$ cat src/ipv4cb_pkg.sv
// Shared types and constants for the classful IPv4 frame filter.
package ipv4cb_pkg;

	localparam int HOLD_LEN = 30;
	localparam int POS_W    = 5;
	localparam int COUNT_W  = 32;

	localparam logic [POS_W-1:0] ETYPE_HI_POS  = 5'd12;
	localparam logic [POS_W-1:0] ETYPE_LO_POS  = 5'd13;
	localparam logic [POS_W-1:0] SRC_OCTET_POS = 5'd26;
	localparam logic [POS_W-1:0] CHECK_POS     = 5'd30;

	localparam logic [15:0] ETYPE_RST    = 16'h0800;
	localparam logic [7:0]  OCTET_LO_RST = 8'd128;
	localparam logic [7:0]  OCTET_HI_RST = 8'd191;

	// Register index codes on the configuration port
	localparam logic [1:0] REG_ETYPE    = 2'd0;
	localparam logic [1:0] REG_OCTET_LO = 2'd1;
	localparam logic [1:0] REG_OCTET_HI = 2'd2;

	typedef enum logic [1:0] {
		V_COLLECT,
		V_PASS,
		V_DROP
	} verdict_t;

	typedef enum logic {
		B_IDLE,
		B_REPLAY
	} back_state_t;

	typedef struct packed {
		logic [15:0] etype;
		logic [7:0]  octet_low;
		logic [7:0]  octet_high;
	} cfg_t;

	typedef struct packed {
		logic       replay;
		logic       last;
		logic [7:0] data;
	} q_entry_t;

	typedef struct packed {
		logic             release_hold;
		logic [POS_W-1:0] idx;
	} hold_req_t;

endpackage

$ cat src/ipv4_class_b_frame_filter_top.sv
// Top level of the classful IPv4 frame filter: config registers and part wiring.
//
// Path: a passing frame's offset-30 byte is pushed into the queue, then the back part
// loads held byte zero into the output register; later bytes follow one per cycle when
// the output is not stalled. Throughput: one byte per cycle for header bytes, dropped
// bytes and pass-through while the queue has room; the next frame's header bytes wait
// for a passed frame's header replay (the back part reads the single header store).
// Reset: arst_n clears all control state and sets the registers to ethertype 0x0800,
// octet range 128..191; the header store has no reset and needs no clearing pass.
module ipv4_class_b_frame_filter_top
	import ipv4cb_pkg::*;
#(
	parameter int QUEUE_DEPTH = 4
) (
	input  logic        clk,
	input  logic        arst_n,
	// config port
	input  logic        psel,
	input  logic        penable,
	input  logic        pwrite,
	input  logic [3:0]  paddr,
	input  logic [31:0] pwdata,
	output logic [31:0] prdata,
	output logic        pready,
	// input stream
	input  logic        s_tvalid,
	output logic        s_tready,
	input  logic [7:0]  s_tdata,   // [7:0] in_byte
	input  logic        s_tlast,   // in_last
	// output stream
	output logic        m_tvalid,
	input  logic        m_tready,
	output logic [39:0] m_tdata,   // [7:0] out_byte, [39:8] frames_passed
	output logic        m_tlast    // out_last
);

	cfg_t               cfg_q;
	logic               cfg_wr;
	logic [1:0]         reg_idx;
	logic               q_push;
	q_entry_t           q_entry;
	logic               q_full;
	logic               q_pop;
	q_entry_t           q_head;
	logic               q_empty;
	hold_req_t          hold_req;
	logic [7:0]         hold_data;
	logic [7:0]         out_byte;
	logic [COUNT_W-1:0] frames_passed;

	// Registers sit at byte address 4*i; the word index is all that decodes
	assign pready  = 1'b1;
	assign reg_idx = paddr[3:2];
	assign cfg_wr  = psel && penable && pwrite && pready;

	always_ff @(posedge clk or negedge arst_n) begin
		if (!arst_n) begin
			cfg_q.etype      <= ETYPE_RST;
			cfg_q.octet_low  <= OCTET_LO_RST;
			cfg_q.octet_high <= OCTET_HI_RST;
		end else if (cfg_wr) begin
			unique case (reg_idx)
				REG_ETYPE:    cfg_q.etype      <= pwdata[15:0];
				REG_OCTET_LO: cfg_q.octet_low  <= pwdata[7:0];
				REG_OCTET_HI: cfg_q.octet_high <= pwdata[7:0];
				default: ;  // unmapped index: drop the write
			endcase
		end
	end

	always_comb begin
		unique case (reg_idx)
			REG_ETYPE:    prdata = {16'd0, cfg_q.etype};
			REG_OCTET_LO: prdata = {24'd0, cfg_q.octet_low};
			REG_OCTET_HI: prdata = {24'd0, cfg_q.octet_high};
			default:      prdata = '0;
		endcase
	end

	// Front: hold the header, decide at offset 30, queue what must go out
	ipv4cb_front u_front (
		.clk       (clk),
		.arst_n    (arst_n),
		.cfg       (cfg_q),
		.s_tvalid  (s_tvalid),
		.s_tready  (s_tready),
		.s_tdata   (s_tdata),
		.s_tlast   (s_tlast),
		.q_push    (q_push),
		.q_entry   (q_entry),
		.q_full    (q_full),
		.hold_req  (hold_req),
		.hold_data (hold_data)
	);

	// Queue decouples classification from the replay and output stall
	ipv4cb_queue #(
		.DEPTH (QUEUE_DEPTH)
	) u_queue (
		.clk        (clk),
		.arst_n     (arst_n),
		.push       (q_push),
		.push_entry (q_entry),
		.full       (q_full),
		.pop        (q_pop),
		.head       (q_head),
		.empty      (q_empty)
	);

	// Back: replay the held header on a pass, then stream the frame's tail
	ipv4cb_back u_back (
		.clk           (clk),
		.arst_n        (arst_n),
		.q_empty       (q_empty),
		.q_head        (q_head),
		.q_pop         (q_pop),
		.hold_req      (hold_req),
		.hold_data     (hold_data),
		.m_tvalid      (m_tvalid),
		.m_tready      (m_tready),
		.out_byte      (out_byte),
		.out_last      (m_tlast),
		.frames_passed (frames_passed)
	);

	assign m_tdata = {frames_passed, out_byte};

endmodule

$ cat src/ipv4cb_queue.sv
// Short FIFO of classified bytes between the front and back parts.
module ipv4cb_queue
	import ipv4cb_pkg::*;
#(
	parameter int DEPTH = 4
) (
	input  logic     clk,
	input  logic     arst_n,
	input  logic     push,
	input  q_entry_t push_entry,
	output logic     full,
	input  logic     pop,
	output q_entry_t head,
	output logic     empty
);

	localparam int PTR_W = (DEPTH > 1) ? $clog2(DEPTH) : 1;
	localparam int CNT_W = $clog2(DEPTH + 1);
	localparam logic [PTR_W-1:0] LAST_SLOT = PTR_W'(DEPTH - 1);
	localparam logic [CNT_W-1:0] FULL_CNT  = CNT_W'(DEPTH);

	q_entry_t         mem_q [DEPTH];
	logic [PTR_W-1:0] wr_ptr_q;
	logic [PTR_W-1:0] rd_ptr_q;
	logic [CNT_W-1:0] cnt_q;

	assign full  = (cnt_q == FULL_CNT);
	assign empty = (cnt_q == '0);
	assign head  = mem_q[rd_ptr_q];

	always_ff @(posedge clk or negedge arst_n) begin
		if (!arst_n) begin
			wr_ptr_q <= '0;
			rd_ptr_q <= '0;
			cnt_q    <= '0;
		end else begin
			if (push) begin
				wr_ptr_q <= (wr_ptr_q == LAST_SLOT) ? '0 : PTR_W'(wr_ptr_q + 1'b1);
			end
			if (pop) begin
				rd_ptr_q <= (rd_ptr_q == LAST_SLOT) ? '0 : PTR_W'(rd_ptr_q + 1'b1);
			end
			if (push && !pop) begin
				cnt_q <= CNT_W'(cnt_q + 1'b1);
			end else if (pop && !push) begin
				cnt_q <= CNT_W'(cnt_q - 1'b1);
			end
		end
	end

	always_ff @(posedge clk) begin
		if (push) begin
			mem_q[wr_ptr_q] <= push_entry;
		end
	end

	a_no_overflow: assert property (@(posedge clk) disable iff (!arst_n)
		!(push && full))
		else $error("queue push while full");

	a_no_underflow: assert property (@(posedge clk) disable iff (!arst_n)
		!(pop && empty))
		else $error("queue pop while empty");

endmodule

$ cat src/ipv4cb_front.sv
// Front part: collect the header, classify the frame, queue bytes to send.
module ipv4cb_front
	import ipv4cb_pkg::*;
(
	input  logic      clk,
	input  logic      arst_n,
	input  cfg_t      cfg,
	input  logic      s_tvalid,
	output logic      s_tready,
	input  logic [7:0] s_tdata,
	input  logic      s_tlast,
	output logic      q_push,
	output q_entry_t  q_entry,
	input  logic      q_full,
	input  hold_req_t hold_req,
	output logic [7:0] hold_data
);

	verdict_t         verdict_q, verdict_d;
	logic [POS_W-1:0] pos_q, pos_d;
	logic             busy_q, busy_d;
	logic             hold_we;
	logic [7:0]       hold_q [HOLD_LEN];
	logic [7:0]       eth_hi_q, eth_lo_q, src_q;
	logic             accept;
	logic             frame_ok;

	function automatic logic in_range(input logic [7:0] v, input cfg_t c);
		in_range = (v >= c.octet_low) && (v <= c.octet_high);
	endfunction

	// Header store is owned by the back part while a replay is pending
	assign s_tready = !q_full && !(verdict_q == V_COLLECT && busy_q);
	assign accept   = s_tvalid && s_tready;
	assign frame_ok = ({eth_hi_q, eth_lo_q} == cfg.etype) && in_range(src_q, cfg)
		&& in_range(s_tdata, cfg);
	assign hold_data = (hold_req.idx < POS_W'(HOLD_LEN)) ? hold_q[hold_req.idx] : '0;

	always_comb begin
		verdict_d      = verdict_q;
		pos_d          = pos_q;
		busy_d         = busy_q;
		hold_we        = 1'b0;
		q_push         = 1'b0;
		q_entry.replay = 1'b0;
		q_entry.last   = s_tlast;
		q_entry.data   = s_tdata;
		if (hold_req.release_hold) begin
			busy_d = 1'b0;
		end
		if (accept) begin
			unique case (verdict_q)
				V_COLLECT: begin
					if (pos_q != CHECK_POS) begin
						hold_we = 1'b1;
						pos_d   = s_tlast ? '0 : POS_W'(pos_q + 1'b1);
					end else begin
						pos_d = '0;
						if (frame_ok) begin
							q_push         = 1'b1;
							q_entry.replay = 1'b1;
							busy_d         = 1'b1;
							verdict_d      = s_tlast ? V_COLLECT : V_PASS;
						end else begin
							verdict_d = s_tlast ? V_COLLECT : V_DROP;
						end
					end
				end
				V_PASS: begin
					q_push = 1'b1;
					if (s_tlast) begin
						verdict_d = V_COLLECT;
					end
				end
				V_DROP: begin
					if (s_tlast) begin
						verdict_d = V_COLLECT;
					end
				end
				default: begin
					verdict_d = V_COLLECT;
				end
			endcase
		end
	end

	always_ff @(posedge clk or negedge arst_n) begin
		if (!arst_n) begin
			verdict_q <= V_COLLECT;
			pos_q     <= '0;
			busy_q    <= 1'b0;
		end else begin
			verdict_q <= verdict_d;
			pos_q     <= pos_d;
			busy_q    <= busy_d;
		end
	end

	always_ff @(posedge clk) begin
		if (hold_we) begin
			hold_q[pos_q] <= s_tdata;
			if (pos_q == ETYPE_HI_POS) begin
				eth_hi_q <= s_tdata;
			end
			if (pos_q == ETYPE_LO_POS) begin
				eth_lo_q <= s_tdata;
			end
			if (pos_q == SRC_OCTET_POS) begin
				src_q <= s_tdata;
			end
		end
	end

	a_release_when_busy: assert property (@(posedge clk) disable iff (!arst_n)
		hold_req.release_hold |-> busy_q)
		else $error("header released with no replay pending");

endmodule

$ cat src/ipv4cb_back.sv
// Back part: replay held headers, pass bytes through, drive the output register.
module ipv4cb_back
	import ipv4cb_pkg::*;
(
	input  logic               clk,
	input  logic               arst_n,
	input  logic               q_empty,
	input  q_entry_t           q_head,
	output logic               q_pop,
	output hold_req_t          hold_req,
	input  logic [7:0]         hold_data,
	output logic               m_tvalid,
	input  logic               m_tready,
	output logic [7:0]         out_byte,
	output logic               out_last,
	output logic [COUNT_W-1:0] frames_passed
);

	back_state_t        state_q, state_d;
	logic [POS_W-1:0]   idx_q, idx_d;
	logic [COUNT_W-1:0] count_q, count_d;
	logic               out_valid_q;
	logic [7:0]         out_byte_q;
	logic               out_last_q;
	logic [COUNT_W-1:0] out_count_q;
	logic               slot_free;
	logic               load;
	logic [7:0]         load_byte;
	logic               load_last;
	logic               release_hold;

	assign slot_free     = !out_valid_q || m_tready;
	assign hold_req      = '{release_hold: release_hold, idx: idx_q};
	assign m_tvalid      = out_valid_q;
	assign out_byte      = out_byte_q;
	assign out_last      = out_last_q;
	assign frames_passed = out_count_q;

	always_comb begin
		state_d      = state_q;
		idx_d        = idx_q;
		count_d      = count_q;
		q_pop        = 1'b0;
		load         = 1'b0;
		load_byte    = hold_data;
		load_last    = 1'b0;
		release_hold = 1'b0;
		unique case (state_q)
			B_IDLE: begin
				if (!q_empty && slot_free) begin
					load = 1'b1;
					if (q_head.replay) begin
						// Open a passed frame: count it and send held byte zero
						count_d = COUNT_W'(count_q + 1'b1);
						idx_d   = POS_W'(idx_q + 1'b1);
						state_d = B_REPLAY;
					end else begin
						load_byte = q_head.data;
						load_last = q_head.last;
						q_pop     = 1'b1;
					end
				end
			end
			B_REPLAY: begin
				if (slot_free) begin
					load = 1'b1;
					if (idx_q != CHECK_POS) begin
						idx_d = POS_W'(idx_q + 1'b1);
					end else begin
						load_byte    = q_head.data;
						load_last    = q_head.last;
						q_pop        = 1'b1;
						release_hold = 1'b1;
						idx_d        = '0;
						state_d      = B_IDLE;
					end
				end
			end
			default: begin
				state_d = B_IDLE;
			end
		endcase
	end

	always_ff @(posedge clk or negedge arst_n) begin
		if (!arst_n) begin
			state_q     <= B_IDLE;
			idx_q       <= '0;
			count_q     <= '0;
			out_valid_q <= 1'b0;
		end else begin
			state_q <= state_d;
			idx_q   <= idx_d;
			count_q <= count_d;
			if (load) begin
				out_valid_q <= 1'b1;
			end else if (m_tready) begin
				out_valid_q <= 1'b0;
			end
		end
	end

	always_ff @(posedge clk) begin
		if (load) begin
			out_byte_q  <= load_byte;
			out_last_q  <= load_last;
			out_count_q <= count_d;
		end
	end

	a_replay_has_head: assert property (@(posedge clk) disable iff (!arst_n)
		(state_q == B_REPLAY) |-> (!q_empty && q_head.replay))
		else $error("replay running without its queue entry");

	a_idle_index_zero: assert property (@(posedge clk) disable iff (!arst_n)
		(state_q == B_IDLE) |-> (idx_q == '0))
		else $error("replay index not parked while idle");

endmodule

$ cat config.mk
export PLATFORM = sky130hd
export DESIGN_NAME = ipv4_class_b_frame_filter_top
export DESIGN_NICKNAME = d
export VERILOG_FILES = /design/src/ipv4cb_pkg.sv /design/src/ipv4_class_b_frame_filter_top.sv /design/src/ipv4cb_queue.sv /design/src/ipv4cb_front.sv /design/src/ipv4cb_back.sv
export SDC_FILE = /design/constraint.sdc
export NUM_CORES = 1
export LEC_CHECK = 0
export BUFFER_PORTS_ARGS = -buffer_cell sky130_fd_sc_hd__buf_2
export CAP_MARGIN = 20
export CELL_PAD_IN_SITES_DETAIL_PLACEMENT = 0
export CELL_PAD_IN_SITES_GLOBAL_PLACEMENT = 1
export CORE_ASPECT_RATIO = 1.5
export CORE_MARGIN = 1
export CORE_UTILIZATION = 45
export CTS_CLUSTER_SIZE = 12
export DETAILED_ROUTE_END_ITERATION = 10
export PLACE_DENSITY = 0.75
export SLEW_MARGIN = 15
export SYNTH_ARGS = -nofsm -noshare
export SYNTH_HDL_FRONTEND = slang
export SYNTH_HIERARCHICAL = 1
export SYNTH_SLANG_ARGS = --single-unit
$ cat constraint.sdc
create_clock -name clk -period 4.7 [get_ports clk]
set_input_delay 0.47 -clock clk [delete_from_list [all_inputs] [get_ports clk]]
set_output_delay 0.47 -clock clk [all_outputs]
set_load 0.02 [all_outputs]
; ---- After elaboration in Yosys (flattened, before gate mapping)
; Memory sizes are Yosys's and may differ from the RTL's.
; Cells that the tools add are included.
[op_classes]
n_mux = 66
n_eq_ne = 18
n_mul = 0
n_bitwise = 1
shifts = 0
n_addsub = 7
order_cmp = 5
reduce_logical = 34
div_mod_pow = 0
[op_table]
columns = op, n
row1 = 32-bit 2-to-1 mux, 3
row2 = 16-bit case mux with 3 select lines, 1
row3 = 8-bit 2-to-1 mux, 5
row4 = 1-bit 2-to-1 mux, 35
row5 = "32-bit by 1-bit adder with 32-bit output, second input constant", 1
row6 = 5-bit 2-to-1 mux, 6
row7 = 16-bit == test, 1
row8 = 8-bit >= comparator, 2
row9 = 8-bit less-or-equal comparator, 2
row10 = 8-bit case mux with 2 select lines, 1
row11 = 2-bit AND reduction, 7
row12 = 1-bit logical AND, 12
row13 = 2-bit 2-to-1 mux, 6
row14 = "5-bit by 1-bit adder with 5-bit output, second input constant", 2
row15 = "5-bit by 4-bit == test with 1-bit output, second input constant", 2
row16 = "5-bit inequality test, second input constant", 2
row17 = 1-bit case mux with 2 select lines, 5
row18 = 5-bit case mux with 2 select lines, 1
row19 = "2-bit == test, second input constant", 4
row20 = 1-bit logical NOT, 6
row21 = 3-bit 2-to-1 mux, 2
row22 = "2-bit inequality test, second input constant", 3
row23 = 3-bit AND reduction, 2
row24 = "5-bit == test, second input constant", 1
row25 = other kinds (14), 19
[totals]
input_bits = 52
ram_bits = 280
output_inout_bits = 76
wordCells = 152
reg_bits = 151
mem_count = 2
mem_bits_ro = 0
latchBits = 0
[memory_table]
columns = name, depth, width, read_ports, rd_clocked_by_memory_dff, wr, line
row1 = u_front.hold_q, 30, 8, 1, 0, 1, ipv4cb_front.sv:23  ; logic [7:0] hold_q [HOLD_LEN];
row2 = u_queue.mem_q, 4, 10, 1, 0, 1, ipv4cb_queue.sv:22  ; q_entry_t mem_q [DEPTH];

; ---- Depth between registers and ports, before layout
; Gate-level depths: netlist of run 1.
[depth]
depth_word = 12
depth_mapped = 14
mapped_depth_nobuf = 14

; ---- Cells and area by module
; Netlist of run 1, hierarchy kept.
[by_module_without_submodules]
columns = mod, seq_area_each_um2, area_per_inst_um2, n_inst, cells_per_inst
row1 = ipv4cb_front, 8127.8, 11639.9, 1, 635
row2 = ipv4cb_back, 2207.1, 3308.2, 1, 236
row3 = ipv4cb_queue, 1376.3, 1861.8, 1, 89
row4 = ipv4_class_b_frame_filter_top, 812.0, 1612.8, 1, 125

; ---- Worst setup path before layout of run 1
; OpenSTA, ideal clock, no wires.
[synth_timing]
path_type = reg-to-reg
from = reg cfg_q[1] in the netlist's numbering
to = reg u_queue.cnt_q[2]
path_slack_ps = 1391
arrival_time_ps = 3230
period_less_slack_ps = 3309
path_buffers = 0
setup_ps = 79
path_stages_with_launch = 15
required_time_ps = 4621
cell_sequence = dfstp_2 > inv_1 > ha_1 > nor2b_1 > o211ai_1 > a21oi_1 > nor4_1 > nand4_1 > o21ai_0 > ha_1 > inv_1 > fa_1 > xor2_1 > nor2_1 > xor2_1
[synth_via]
elab_chain_len = 11
word_cells_on_any_way = 15
classes_between = 2 x order compare / 5 x mux / 8 x reduce/logical
[synth_lines]
columns = item, line
row1 = from (decl), ipv4_class_b_frame_filter_top.sv:37  ; cfg_t cfg_q;
row2 = 8-bit less-or-equal comparator, ipv4cb_front.sv:29  ; in_range = (v >= c.octet_low) && (v <= c.octet_high);
row3 = 1-bit logical AND, ipv4cb_front.sv:29
row4 = 1-bit logical AND, ipv4cb_front.sv:35  ; assign frame_ok = ({eth_hi_q, eth_lo_q} == cfg.etype) && in_range(src_q, cfg)
row5 = 1-bit logical AND (*), ipv4cb_front.sv:36  ; && in_range(s_tdata, cfg);
row6 = 1-bit 2-to-1 mux (*), ipv4cb_front.sv:59  ; if (frame_ok) begin
row7 = 1-bit 2-to-1 mux (*), ipv4cb_front.sv:54  ; if (pos_q != CHECK_POS) begin
row8 = 1-bit case mux with 2 select lines (*), ipv4cb_front.sv:52  ; unique case (verdict_q)
row9 = 1-bit 2-to-1 mux (*), ipv4cb_front.sv:51  ; if (accept) begin
row10 = via q_push, ipv4_class_b_frame_filter_top.sv:40  ; logic q_push;
row11 = 1-bit logical NOT, ipv4cb_queue.sv:45  ; end else if (pop && !push) begin
row12 = 1-bit logical AND, ipv4cb_queue.sv:45
row13 = 2-bit nonzero test (no source line), -
row14 = to (signal assigned), ipv4cb_queue.sv:44  ; cnt_q <= CNT_W'(cnt_q + 1'b1);
row15 = to (signal assigned), ipv4cb_queue.sv:46  ; cnt_q <= CNT_W'(cnt_q - 1'b1);
row16 = to (decl), ipv4cb_queue.sv:25  ; logic [CNT_W-1:0] cnt_q;
; Mark *: on every way through the listed nets, which the timed path passes. The rest lies on a longest branch.
; A chain may end at the register's enable or synchronous reset.

; ---- Final worst setup path of run 1
; Ends and elaborated chain as after synthesis.

==> insert_results.sql, run 1 <==
INSERT INTO impl_metrics (metric_group, metric, value, unit) VALUES
('pwr', 'worst_ir_drop_vdd', '0.344', 'mV'),
('worst_setup_path', 'worst_ep_arrival_time', '3.98', 'ns'),
('floorplanning', 'floorplan.rows', '90', ''),
('synthesis', 'part_of_the_yosys_area_used_for_sequential_elements', '68.0', '%'),
('status', 'run_status', 'finished clean', ''),
('floorplanning', 'core_area', '40300', 'µm²'),
('synthesis', 'synth_edf_count', '345', ''),
('worst_setup_path', 'sum_of_buffers_and_inverters_on_the_critical_path', '3', ''),
('worst_setup_path', 'timing.critical_path.fanout_max', '9', ''),
('job', 'maxCapViolations', '0', ''),
('worst_setup_path', 'critical_path_s_largest_stage_delay', '0.54', 'ns'),
('floorplanning', 'die-area', '41800', 'µm²'),
('clock_network', 'cts_tree', 'built', ''),
('global_routing', 'grt_max_degree', '45', ''),
('clock_network', 'tritoncts_num_sinks', '431', ''),
('global_routing', 'number_of_global_route_vias_before_repair', '9752', ''),
('worst_setup_path', 'worst_setup_path_endpoint', 'u_queue/cnt_q[2]$_DFFE_PN0P_', ''),
('global_routing', 'grt_pass1_wl', '56.9', 'mm'),
('global_routing', 'grt_usage', '18.1', '%'),
('global_routing', 'grt-ovfl-total', '0', ''),
('sta', 'max_freq', '285', 'MHz'),
('cells_and_area', 'mostFrequentLayoutCells', '345 x edfxtp_1, 91 x buf_2, 75 x dfrtp_1', ''),
('cells_and_area', 'layout.cells.most_common', 'edfxtp_1', ''),
('worst_setup_path', 'rr_startpoint', 'cfg_q[1]$_DFFE_PN1P_', ''),
('clock_network', 'cts_max_path_buffers', '3', ''),
('cells_and_area', 'final_layout_size_suffix_gt1_share', '23.1', '%'),
('sta', 'worst_slew_margin_rel', '32.8', '%'),
('cells_and_area', 'area.growth.synth_to_final', '11.8', '%'),
('synthesis', 'synth.avg_cell_area', '17.0', 'µm²'),
('sta', 'worst_slew_pin_slew', '1.00', 'ns'),
('routing', 'drcViolationCount', '0', ''),
('synthesis', 'synth.distinct_cells', '59', ''),
('sta', 'final.setup.tns', '0', 'ns'),
('clock_network', 'cts_made_buffers', '43', ''),
('worst_setup_path', 'worst-r2r-cell-count', '15', ''),
('clock_network', 'cts_max_level', '2', ''),
('worst_setup_path', 'crit_path_start', 'cfg_q[1]$_DFFE_PN1P_', ''),
('clock_network', 'path_clk_slew', '0.06', 'ns'),
('floorplanning', 'initial_core_util', '45.7', '%'),
('worst_setup_path', 'critPathLaunchType', 'flop', ''),
('worst_setup_path', 'cpMaxStageDelayCell', 'dfstp_2', ''),
('synthesis', 'postSynthRegisterBits', '431', ''),
('worst_setup_path', 'criticalPathCategory', 'reg -> reg', ''),
('routing', 'sum_of_routed_wire_length_over_all_layers', '36.8', 'mm'),
('placed_design', 'routabilityCongestion', '0.797', ''),
('cells_and_area', 'final_nets', '1291', ''),
('sta', 'rsz0062_at_grt', 'false', ''),
('routing', 'postRouteAntennaNets', '0', ''),
('sta', 'max_slew_violation_total_from_the_final_report', '0', ''),
('sta', 'layout_worst_path_cycle_share', '74.8', '%'),
('routing', 'routed_via_density', '5.45', ''),
('worst_setup_path', 'crit_path_end_kind', 'flop', ''),
('placed_design', 'dp_cells', '1651', ''),
('synthesis', 'synth_flop_cell', 'edfxtp_1', ''),
('min_path', 'min-delay-path-class', 'in -> reg', ''),
('worst_setup_path', 'cp_num_cells', '15', ''),
('sta', 'finalSetupViolations', '0', ''),
('clock_network', 'insertion_delay', '0.54', 'ns'),
('cells_and_area', 'ant_diodes', '0', ''),
('routing', 'drt_pre_antenna_iters', '5', ''),
('synthesis', 'ys_warn_count', '6', ''),
('cells_and_area', 'fin_cells', '1731', ''),
('worst_setup_path', 'critical_path.cell_chain', 'inv_1, ha_1, nor2b_1, o211ai_1, a21oi_1, nor4_1, nand4_1, o21ai_0, buf_4, ha_1, inv_1, fa_1, xor2_1, nor2_1, xor2_1', ''),
('placed_design', 'dp_hpwl', '24.0', 'mm'),
('routing', 'wire_per_inst', '21.2', 'µm'),
('sta', 'fin_crit', '3.51', 'ns'),
('routing', 'drt-initial-drc-count', '779', ''),
('synthesis', 'postSynth.asyncResetShare', '20.0', '%'),
('sta', 'skew', '0.0104', 'ns'),
('synthesis', 'post_synth_instance_area', '18400', 'µm²'),
('floorplanning', 'boundaryPins', '128', '');
[through the flow]
step	utilization [%]	setup slack (ns)	hold WS [ns]	total power, µW	instance area [µm²]
floorplan	-	1.39	0.174	6110	18500
global placement	47.9	1.23	0.449	6720	19300
detailed placement	47.9	1.15	0.452	6740	19300
CTS	51.1	1.14	0.132	9910	20600
global route	51.1	0.862	0.143	10200	20600
finish	51.1	1.19	0.162	9800	20600
[registers in the layout (all words and copies together) (netlist names), 2 cells and up]
signal                cells
u_front/hold_q          240
u_queue/mem_q            40
cfg_q                    32
u_back/count_q           32
u_back/frames_passed     32
u_back/out_byte           8
u_front/eth_hi_q          8
u_front/eth_lo_q          8
u_front/src_q             8
u_back/idx_q              5
u_front/pos_q             5
u_queue/cnt_q             3
u_front/verdict_q         2
u_queue/rd_ptr_q          2
u_queue/wr_ptr_q          2
[final cells by class]
| class | count | area, µm² |
|---|---|---|
| Clock buffer | 75 | 1270 |
| Inverter | 37 | 139 |
| Sequential cell | 431 | 12500 |
| Tap cell | 506 | 633 |
| Clock inverter | 4 | 15.0 |
| Multi-Input combinational cell | 567 | 5400 |
| Fill cell | 3266 | 19700 |
| Timing Repair Buffer | 111 | 621 |
[cell families after synthesis]
logic type               share of synthesized area, %
flip-flops                                       68.0
AND/OR/NAND/NOR                                  6.72
multiplexers                                     13.6
XOR/XNOR                                         2.61
other                                          0.0408
buffers and inverters                            3.10
AO/OA/AOI/OAI                                    2.62
adder cells (fa/ha/maj)                          3.30
[synth_stat cells (all sizes together) (2+ instances only)]
master / n / area, µm²
mux2i: 28 / 280
a21oi: 13 / 65.1
nand4b: 2 / 17.5
nor2b: 10 / 62.6
nand2: 41 / 154
or2: 2 / 12.5
edfxtp: 345 / 10400
mux2: 47 / 529
nor3b: 3 / 45.1
and2: 16 / 100
nand3b: 4 / 30.0
nor3: 11 / 76.3
and4: 3 / 26.3
buf: 52 / 383
dfstp: 9 / 236
o211ai: 6 / 45.0
nor2: 54 / 203
or3: 2 / 12.5
ha: 47 / 588
inv: 37 / 139
and3: 4 / 25.0
o21ai: 34 / 170
nand2b: 8 / 50.1
nand4: 18 / 119
mux4: 72 / 1700
xor2: 41 / 359
clkbuf: 13 / 48.8
conb: 2 / 7.51
xnor2: 14 / 123
o2111ai: 3 / 26.3
nand3: 19 / 100
o22ai: 11 / 68.8
o21a: 7 / 52.6
dfrtp: 77 / 1930
a21o: 4 / 30.0
nor4: 14 / 133
or3b: 3 / 26.3
[where the power goes]
part	internal (µW)	total [µW]	leakage, µW	switching, µW
sequential	4370	4680	0.00417	305
combinational	948	1960	0.00272	1010
clock	1820	3170	0.000614	1350
[routing by layer]
layer	wire length [µm]	global-route usage [%]	share of wire (%)
met1	14600	21.4	40
met2	19600	33.2	53
met3	1490	2.82	4.0
met4	1080	6.29	2.9
met5	0	0	0
[what timing repair did]
item,in CTS,in global routing
buffers inserted,0,0
hold buffers,1,0
hold endpoints to repair,42,0
[worst min-delay path by stage]
stage | from | to | slack, ns | cells after the start
finish | pwdata[10] | cfg_q[26]$_DFFE_PN0P_ | 0.16 | 2
global route | pwdata[12] | cfg_q[28]$_DFFE_PN0P_ | 0.14 | 2
CTS | pwdata[12] | cfg_q[28]$_DFFE_PN0P_ | 0.13 | 2
detailed placement | u_back/count_q[31]$_DFF_PN0_ | u_back/count_q[31]$_DFF_PN0_ | 0.45 | 1
global placement | u_back/count_q[31]$_DFF_PN0_ | u_back/count_q[31]$_DFF_PN0_ | 0.45 | 1
floorplan | arst_n | cfg_q[10]$_DFFE_PN0P_ | 0.17 | 0
Note: power is estimated with default switching activity, not from simulation.
==> run 2, diff against run 1 <==
--- a/config.mk
+++ b/config.mk
@@ -14,7 +14,7 @@
 export CORE_UTILIZATION = 45
 export CTS_CLUSTER_SIZE = 12
 export DETAILED_ROUTE_END_ITERATION = 10
-export PLACE_DENSITY = 0.75
+export PLACE_DENSITY = 0.77
 export SLEW_MARGIN = 15
 export SYNTH_ARGS = -nofsm -noshare
 export SYNTH_HDL_FRONTEND = slang
==> constraint.sdc (replaced) <==
create_clock -name clk -period 3.1 [get_ports clk]
set_input_delay 0.31 -clock clk [delete_from_list [all_inputs] [get_ports clk]]
set_output_delay 0.31 -clock clk [all_outputs]
set_load 0.02 [all_outputs]
==> run 2 against run 1 <==
- combinational power up 70%
- count of clock-buffer cells in the layout fell by 5
- total power increased by 53%
- critical path depth decreased by 2
- worst setup slack worse by 1.2 ns
- sequential power up 47%
- cell area rose by 4.0%
- via count increased by 3.0%
- sequential share of layout area is 2.4 points lower
- first-iteration DRC count down 13%
- largest power group unchanged
==> insert_results.sql, run 2 (synthesized netlist as in run 1, its figures left out) <==
INSERT INTO impl_metrics (metric_group, metric, value, unit) VALUES
('global_routing', 'grt_usage', '18.2', '%'),
('global_routing', 'grt_pass1_wl', '57.6', 'mm'),
('routing', 'wire_per_inst', '20.5', 'µm'),
('worst_setup_path', 'worstPathRequired', '3.58', 'ns'),
('sta', 'fin_crit', '3.08', 'ns'),
('clock_network', 'ctsRootBufferMaster', 'clkbuf_16', ''),
('sta', 'timing.final.hold_violations', '0', ''),
('clock_network', 'path_clk_slew', '0.06', 'ns'),
('placed_design', 'io_buffer_count', '92', ''),
('clock_network', 'cts_tree', 'built', ''),
('pwr', 'power_leakage', '0.00794', 'µW'),
('global_routing', 'initial_antenna_violation_count', '0', ''),
('floorplanning', 'boundaryPins', '128', ''),
('cells_and_area', 'area.growth.synth_to_final', '16.4', '%'),
('worst_setup_path', 'worst-r2r-cell-count', '13', ''),
('min_path', 'min_from', 'pwdata[1]', ''),
('cells_and_area', 'ant_diodes', '0', ''),
('routing', 'drt_pre_antenna_iters', '5', ''),
('floorplanning', 'initial_core_util', '45.7', '%'),
('placed_design', 'placedInstanceArea', '19900', 'µm²'),
('routing', 'drcViolationCount', '0', ''),
('global_routing', 'grt_max_degree', '54', ''),
('clock_network', 'insertion_delay', '0.56', 'ns'),
('cells_and_area', 'mostFrequentLayoutCells', '345 x edfxtp_1, 91 x buf_2, 79 x buf_4', ''),
('routing', 'drt-initial-drc-count', '680', ''),
('pwr', 'power_density', '700', 'nW/µm²'),
('global_routing', 'number_of_global_route_vias_before_repair', '10300', ''),
('worst_setup_path', 'critPathLaunchType', 'flop', ''),
('cells_and_area', 'final_layout_size_suffix_gt1_share', '28.7', '%'),
('placed_design', 'routabilityCongestion', '0.839', ''),
('worst_setup_path', 'terminus_of_the_critical_flop_to_flop_path', 'u_queue/cnt_q[2]$_DFFE_PN0P_', ''),
('worst_setup_path', 'worst_ep_arrival_time', '3.56', 'ns'),
('floorplanning', 'die-height', '250', 'µm'),
('pwr', 'internal_power_component', '10900', 'µW'),
('sta', 'finalSetupViolations', '0', ''),
('global_routing', 'grt-ovfl-total', '0', ''),
('pwr', 'p_switching', '4060', 'µW'),
('clock_network', 'cts_max_level', '2', ''),
('worst_setup_path', 'rr_startpoint', 'cfg_q[16]$_DFFE_PN0P_', ''),
('pwr', 'share_seq_of_total_power', '45.8', '%'),
('sta', 'layout_worst_path_cycle_share', '99.3', '%'),
('sta', 'max_slew_violation_total_from_the_final_report', '0', ''),
('routing', 'routed-via-count', '9721', ''),
('routing', 'sum_of_routed_wire_length_over_all_layers', '37.1', 'mm'),
('floorplanning', 'die-area', '41800', 'µm²'),
('sta', 'skew', '0.0267', 'ns'),
('cells_and_area', 'reg.largest.list', 'u_front/hold_q (240), u_queue/mem_q (40)', ''),
('min_path', 'worst_hold_path.num_cells', '2', ''),
('floorplanning', 'dieWidth', '167', 'µm'),
('cells_and_area', 'layout.cells.most_common', 'edfxtp_1', ''),
('routing', 'routed_via_density', '5.37', ''),
('clock_network', 'cts_max_path_buffers', '3', ''),
('worst_setup_path', 'timing.critical_path.fanout_max', '2', ''),
('cells_and_area', 'layout.core_utilization', '53.2', '%'),
('worst_setup_path', 'reg2reg_slack', '0.02', 'ns'),
('worst_setup_path', 'criticalPathCategory', 'reg -> reg', ''),
('sta', 'max_freq', '325', 'MHz'),
('sta', 'worst_slew_margin_rel', '43.7', '%'),
('sta', 'worst_slew_pin_slew', '0.842', 'ns'),
('cells_and_area', 'largest_reg_flops', '240', ''),
('clock_network', 'cts_made_buffers', '43', ''),
('floorplanning', 'floorplan.rows', '90', ''),
('pwr', 'clock_power_share', '32.0', '%'),
('placed_design', 'dp_hpwl', '25.1', 'mm'),
('job', 'maxCapViolations', '0', ''),
('routing', 'postRouteAntennaNets', '0', ''),
('min_path', 'min_delay_worst_endpoint', 'cfg_q[9]$_DFFE_PN0P_', ''),
('worst_setup_path', 'crit_path_end_kind', 'flop', ''),
('sta', 'final.setup.tns', '0', 'ns'),
('sta', 'timing.hold.ws', '0.0254', 'ns'),
('cells_and_area', 'largest-register', 'u_front/hold_q', ''),
('pwr', 'share_of_total_power_in_combinational_logic', '22.2', '%'),
('cells_and_area', 'final_nets', '1372', ''),
('status', 'run_status', 'finished clean', ''),
('min_path', 'min-delay-path-class', 'in -> reg', ''),
('cells_and_area', 'postLayoutCellArea', '21400', 'µm²'),
('pwr', 'worst_ir_drop_vdd', '0.388', 'mV'),
('clock_network', 'tritoncts_num_sinks', '431', ''),
('sta', 'rsz0062_at_grt', 'true', ''),
('pwr', 'p_sw_share', '27.1', '%'),
('floorplanning', 'core_area', '40300', 'µm²');
run 2: cell count changes in the layout (fill, tap and decap cells not counted), sizes merged:
cell,previous run,this run
buf,110,176
dlygate4sd3,1,16
clkbuf,75,70
clkinv,4,5
inv,37,38
run 2: what timing repair did:
| action | CTS | global route |
|---|---|---|
| hold buffers | 16 | 0 |
| setup endpoints to repair | 2 | 2 |
| endpoints found under the hold margin | 77 | 0 |
| gates resized for setup | 8 | 13 |
| setup buffers | 1 | 1 |
| pin swaps | 9 | 8 |
run 2: layout make-up:
type | count | area [µm²]
timing repair buffer | 192 | 1330
fill | 3244 | 18900
multi-input combinational | 567 | 5530
clock buffer | 70 | 1240
inverter | 37 | 139
clock inverter | 6 | 43.8
sequential | 431 | 12500
tap | 506 | 633
run 2: layer usage:
layer,vias up,routed length (µm),GRT usage [%]
li1,4514,-,-
met1,4908,14100,19.9
met2,224,19900,34.1
met3,75,1320,2.82
met4,0,1680,8.60
met5,-,0,0
run 2: power groups by stage:
stage | combinational [µW] | sequential [µW] | clock [µW]
after global placement | 3270 | 6980 | 0
after floorplan | 2240 | 7020 | 0
final | 3330 | 6880 | 4800
after CTS | 3350 | 6880 | 4940
after detailed placement | 3300 | 7000 | 0
after global routing | 3620 | 6910 | 5150
run 2: through the flow:
step	std cells	power, µW	setup WS [ns]
2_1_floorplan	1100	9260	0.0447
3_3_place_gp	1715	10300	-0.0200
3_5_place_dp	1715	10300	-0.115
4_1_cts	1808	15200	-0.0354
5_1_grt	1809	15700	-0.107
6_report	1809	15000	0.0230
run 2: critical path, stage by stage (launching register included):
cell     delay [ns]
dfrtp_1        0.45
xor2_1         0.19
nor4_1         0.28
nand4_1        0.23
nor4_2         0.36
buf_4          0.16
nand4_1        0.14
o21ai_2        0.19
ha_2           0.21
inv_2          0.04
fa_2           0.33
xor2_1         0.14
nor2_1         0.12
xor2_1         0.15
run 2: how the worst max path moves through the flow:
stage / startpoint / end / slack, ns / depth (start not counted)
floorplan: cfg_q[1]$_DFFE_PN1P_ / u_queue/cnt_q[2]$_DFFE_PN0P_ / 0.04 / 14
global placement: cfg_q[1]$_DFFE_PN1P_ / u_queue/cnt_q[2]$_DFFE_PN0P_ / -0.02 / 15
detailed placement: cfg_q[7]$_DFFE_PN1P_ / u_queue/cnt_q[2]$_DFFE_PN0P_ / -0.12 / 15
CTS: cfg_q[25]$_DFFE_PN0P_ / u_queue/cnt_q[2]$_DFFE_PN0P_ / -0.04 / 14
global route: u_front/eth_hi_q[1]$_DFFE_PP_ / u_queue/cnt_q[2]$_DFFE_PN0P_ / -0.11 / 14
finish: cfg_q[16]$_DFFE_PN0P_ / u_queue/cnt_q[2]$_DFFE_PN0P_ / 0.02 / 13
==> run 3, diff against run 2 <==
--- a/config.mk
+++ b/config.mk
@@ -7,14 +7,14 @@
 export LEC_CHECK = 0
 export BUFFER_PORTS_ARGS = -buffer_cell sky130_fd_sc_hd__buf_2
 export CAP_MARGIN = 20
-export CELL_PAD_IN_SITES_DETAIL_PLACEMENT = 0
-export CELL_PAD_IN_SITES_GLOBAL_PLACEMENT = 1
+export CELL_PAD_IN_SITES_DETAIL_PLACEMENT = 1
+export CELL_PAD_IN_SITES_GLOBAL_PLACEMENT = 2
 export CORE_ASPECT_RATIO = 1.5
 export CORE_MARGIN = 1
-export CORE_UTILIZATION = 45
+export CORE_UTILIZATION = 41
 export CTS_CLUSTER_SIZE = 12
 export DETAILED_ROUTE_END_ITERATION = 10
-export PLACE_DENSITY = 0.77
+export PLACE_DENSITY = 0.8
 export SLEW_MARGIN = 15
 export SYNTH_ARGS = -nofsm -noshare
 export SYNTH_HDL_FRONTEND = slang
==> run 3 against run 2 <==
- the run now ends with negative setup slack left
- maximum frequency shrank 4.4%
- wire length grew 12%
- sequential power is essentially flat
- count of clock-buffer cells in the layout is the same
- via count grew 2.3%
- largest power group unchanged
==> insert_results.sql, run 3 (synthesized netlist as in run 1, its figures left out) <==
INSERT INTO impl_metrics (metric_group, metric, value, unit) VALUES
('cells_and_area', 'ant_diodes', '0', ''),
('global_routing', 'grt_pass1_wl', '63.6', 'mm'),
('sta', 'final_critical_path_setup_slack', '-0.120', 'ns'),
('floorplanning', 'boundaryPins', '128', ''),
('worst_setup_path', 'cpMaxStageDelayCell', 'dfstp_2', ''),
('floorplanning', 'core_area', '44100', 'µm²'),
('worst_setup_path', 'worst_ep_arrival_time', '3.69', 'ns'),
('cells_and_area', 'area.growth.synth_to_final', '16.6', '%'),
('cells_and_area', 'final_nets', '1372', ''),
('floorplanning', 'floorplan.rows', '94', ''),
('worst_setup_path', 'critPathLaunchType', 'flop', ''),
('sta', 'max_slew_violation_total_from_the_final_report', '0', ''),
('worst_setup_path', 'crit_path_end_kind', 'flop', ''),
('routing', 'postRouteAntennaNets', '0', ''),
('routing', 'drt-initial-drc-count', '557', ''),
('global_routing', 'grt_usage', '18.6', '%'),
('clock_network', 'cts_max_path_buffers', '3', ''),
('pwr', 'worst_ir_drop_vdd', '0.438', 'mV'),
('routing', 'wire_per_inst', '22.0', 'µm'),
('placed_design', 'io_buffer_count', '92', ''),
('global_routing', 'grt-ovfl-total', '0', ''),
('clock_network', 'path_clk_slew', '0.06', 'ns'),
('pwr', 'power_leakage', '0.00797', 'µW'),
('job', 'maxCapViolations', '0', ''),
('cells_and_area', 'final_layout_size_suffix_gt1_share', '28.2', '%'),
('sta', 'timing.final.hold_violations', '0', ''),
('placed_design', 'routabilityCongestion', '0.798', ''),
('sta', 'worst_slew_pin_slew', '0.862', 'ns'),
('cells_and_area', 'reg.largest.list', 'u_front/hold_q (240), u_queue/mem_q (40)', ''),
('sta', 'rsz0062_at_grt', 'true', ''),
('routing', 'routed_via_density', '5.28', ''),
('cells_and_area', 'final.fill_count', '4295', ''),
('floorplanning', 'initial_core_util', '41.8', '%'),
('clock_network', 'cts_max_level', '2', ''),
('routing', 'sum_of_routed_wire_length_over_all_layers', '41.5', 'mm'),
('sta', 'worst_slew_margin_rel', '42.4', '%'),
('clock_network', 'cts_made_buffers', '44', ''),
('sta', 'skew', '0.0241', 'ns'),
('sta', 'finalSetupViolations', '2', ''),
('worst_setup_path', 'critical_path.cell_chain', 'xor2_1, nor4_1, buf_4, nand4_1, nor4_2, buf_4, nand4_1, o21ai_2, ha_2, inv_2, fa_2, xor2_1, nor2_1, xor2_1', ''),
('status', 'violations_in_the_final_reports', 'negative setup slack', ''),
('cells_and_area', 'largest_reg_flops', '240', ''),
('status', 'run_status', 'complete, but fails checks', ''),
('cells_and_area', 'largest-register', 'u_front/hold_q', ''),
('placed_design', 'dp_hpwl', '28.6', 'mm'),
('worst_setup_path', 'critical_path_s_largest_stage_delay', '0.54', 'ns'),
('floorplanning', 'die-area', '45800', 'µm²'),
('worst_setup_path', 'timing.critical_path.fanout_max', '2', ''),
('cells_and_area', 'fin_cells', '1884', ''),
('min_path', 'min-delay-path-class', 'in -> reg', ''),
('cells_and_area', 'layout.cells.most_common', 'edfxtp_1', ''),
('floorplanning', 'dieWidth', '175', 'µm'),
('worst_setup_path', 'critPathMostFrequentCell', 'xor2_1', ''),
('routing', 'drcViolationCount', '0', ''),
('floorplanning', 'die-height', '262', 'µm'),
('worst_setup_path', 'worstPathRequired', '3.57', 'ns'),
('worst_setup_path', 'criticalPathCategory', 'reg -> reg', ''),
('clock_network', 'tritoncts_num_sinks', '431', ''),
('routing', 'routed-via-count', '9940', ''),
('cells_and_area', 'mostFrequentLayoutCells', '345 x edfxtp_1, 91 x buf_2, 85 x buf_4', ''),
('sta', 'timing.hold.ws', '0.0175', 'ns'),
('placed_design', 'dp_cells', '1789', ''),
('sta', 'fin_crit', '3.22', 'ns'),
('worst_setup_path', 'sum_of_buffers_and_inverters_on_the_critical_path', '3', ''),
('sta', 'max_freq', '311', 'MHz'),
('global_routing', 'initial_antenna_violation_count', '0', ''),
('clock_network', 'insertion_delay', '0.56', 'ns'),
('clock_network', 'ctsRootBufferMaster', 'clkbuf_16', ''),
('pwr', 'power_density', '712', 'nW/µm²'),
('global_routing', 'grt_max_degree', '51', ''),
('sta', 'layout_worst_path_cycle_share', '104', '%'),
('routing', 'drt_pre_antenna_iters', '5', ''),
('worst_setup_path', 'cp_top_family', 'simple AND/OR/NAND/NOR gates', ''),
('clock_network', 'cts_tree', 'built', ''),
('global_routing', 'number_of_global_route_vias_before_repair', '11100', '');
-- run 3: layer usage --
metal	up-vias	routed length [µm]	global-route usage [%]
met5	-	0	0
met3	79	1090	2.24
met1	5126	15600	20.0
met2	219	23100	36.4
met4	0	1700	7.90
li1	4516	-	-
-- run 3: timing repair --
| action | 4_1_cts | 5_1_grt |
|---|---|---|
| hold endpoints to repair | 47 | 0 |
| gates cloned | 0 | 1 |
| endpoints found under the setup margin | 2 | 42 |
| hold buffers | 9 | 0 |
| resized for setup | 6 | 7 |
| pin swaps | 11 | 6 |
| buffers inserted | 3 | 1 |
-- run 3: stage by stage --
stage	power, µW	cell area, µm²	TNS, ns	setup slack (ns)	util, %
6_report	15300	21500	-0.214	-0.120	48.7
5_1_grt	15900	21500	-0.389	-0.237	48.7
4_1_cts	15500	21400	-0.0142	-0.0142	48.6
3_5_place_dp	10400	20000	-0.262	-0.161	45.2
3_3_place_gp	10300	20000	-0.0388	-0.0388	45.2
2_1_floorplan	9260	18500	0	0.0447	-
-- run 3: cell type report --
type	count	area, µm²	area share (%)
well taps	576	721	3.36
multi-input cells	567	5450	25.4
repair buffers	191	1290	6.03
inverters	37	139	0.647
clock inverters	12	113	0.524
clock buffers	70	1230	5.73
flip-flops and latches	431	12500	58.3
-- run 3: worst paths after layout --
kind                                                   start                                to  slack [ns]  cells past startpoint
worst max register to register         cfg_q[27]$_DFFE_PN1P_      u_queue/cnt_q[2]$_DFFE_PN0P_       -0.12                     14
min in group asynchronous                             arst_n      u_back/count_q[10]$_DFF_PN0_        0.35                      2
worst min-delay path                               pwdata[8]             cfg_q[24]$_DFFE_PN0P_        0.02                      2
max in group asynchronous                             arst_n  u_front/verdict_q[1]$_DFFE_PN0P_        1.94                      3
worst min register to register  u_back/count_q[31]$_DFF_PN0_      u_back/count_q[31]$_DFF_PN0_        0.47                      1
worst max-delay path                   cfg_q[27]$_DFFE_PN1P_      u_queue/cnt_q[2]$_DFFE_PN0P_       -0.12                     14
-- run 3: report_power, final --
part / leakage (µW) / internal, µW / switching (µW) / total (µW)
Sequential: 0.00417 / 6630 / 241 / 6880
Combinational: 0.00315 / 1570 / 1840 / 3410
Clock: 0.000649 / 2890 / 2120 / 5010
Total: 0.00797 / 11100 / 4200 / 15300
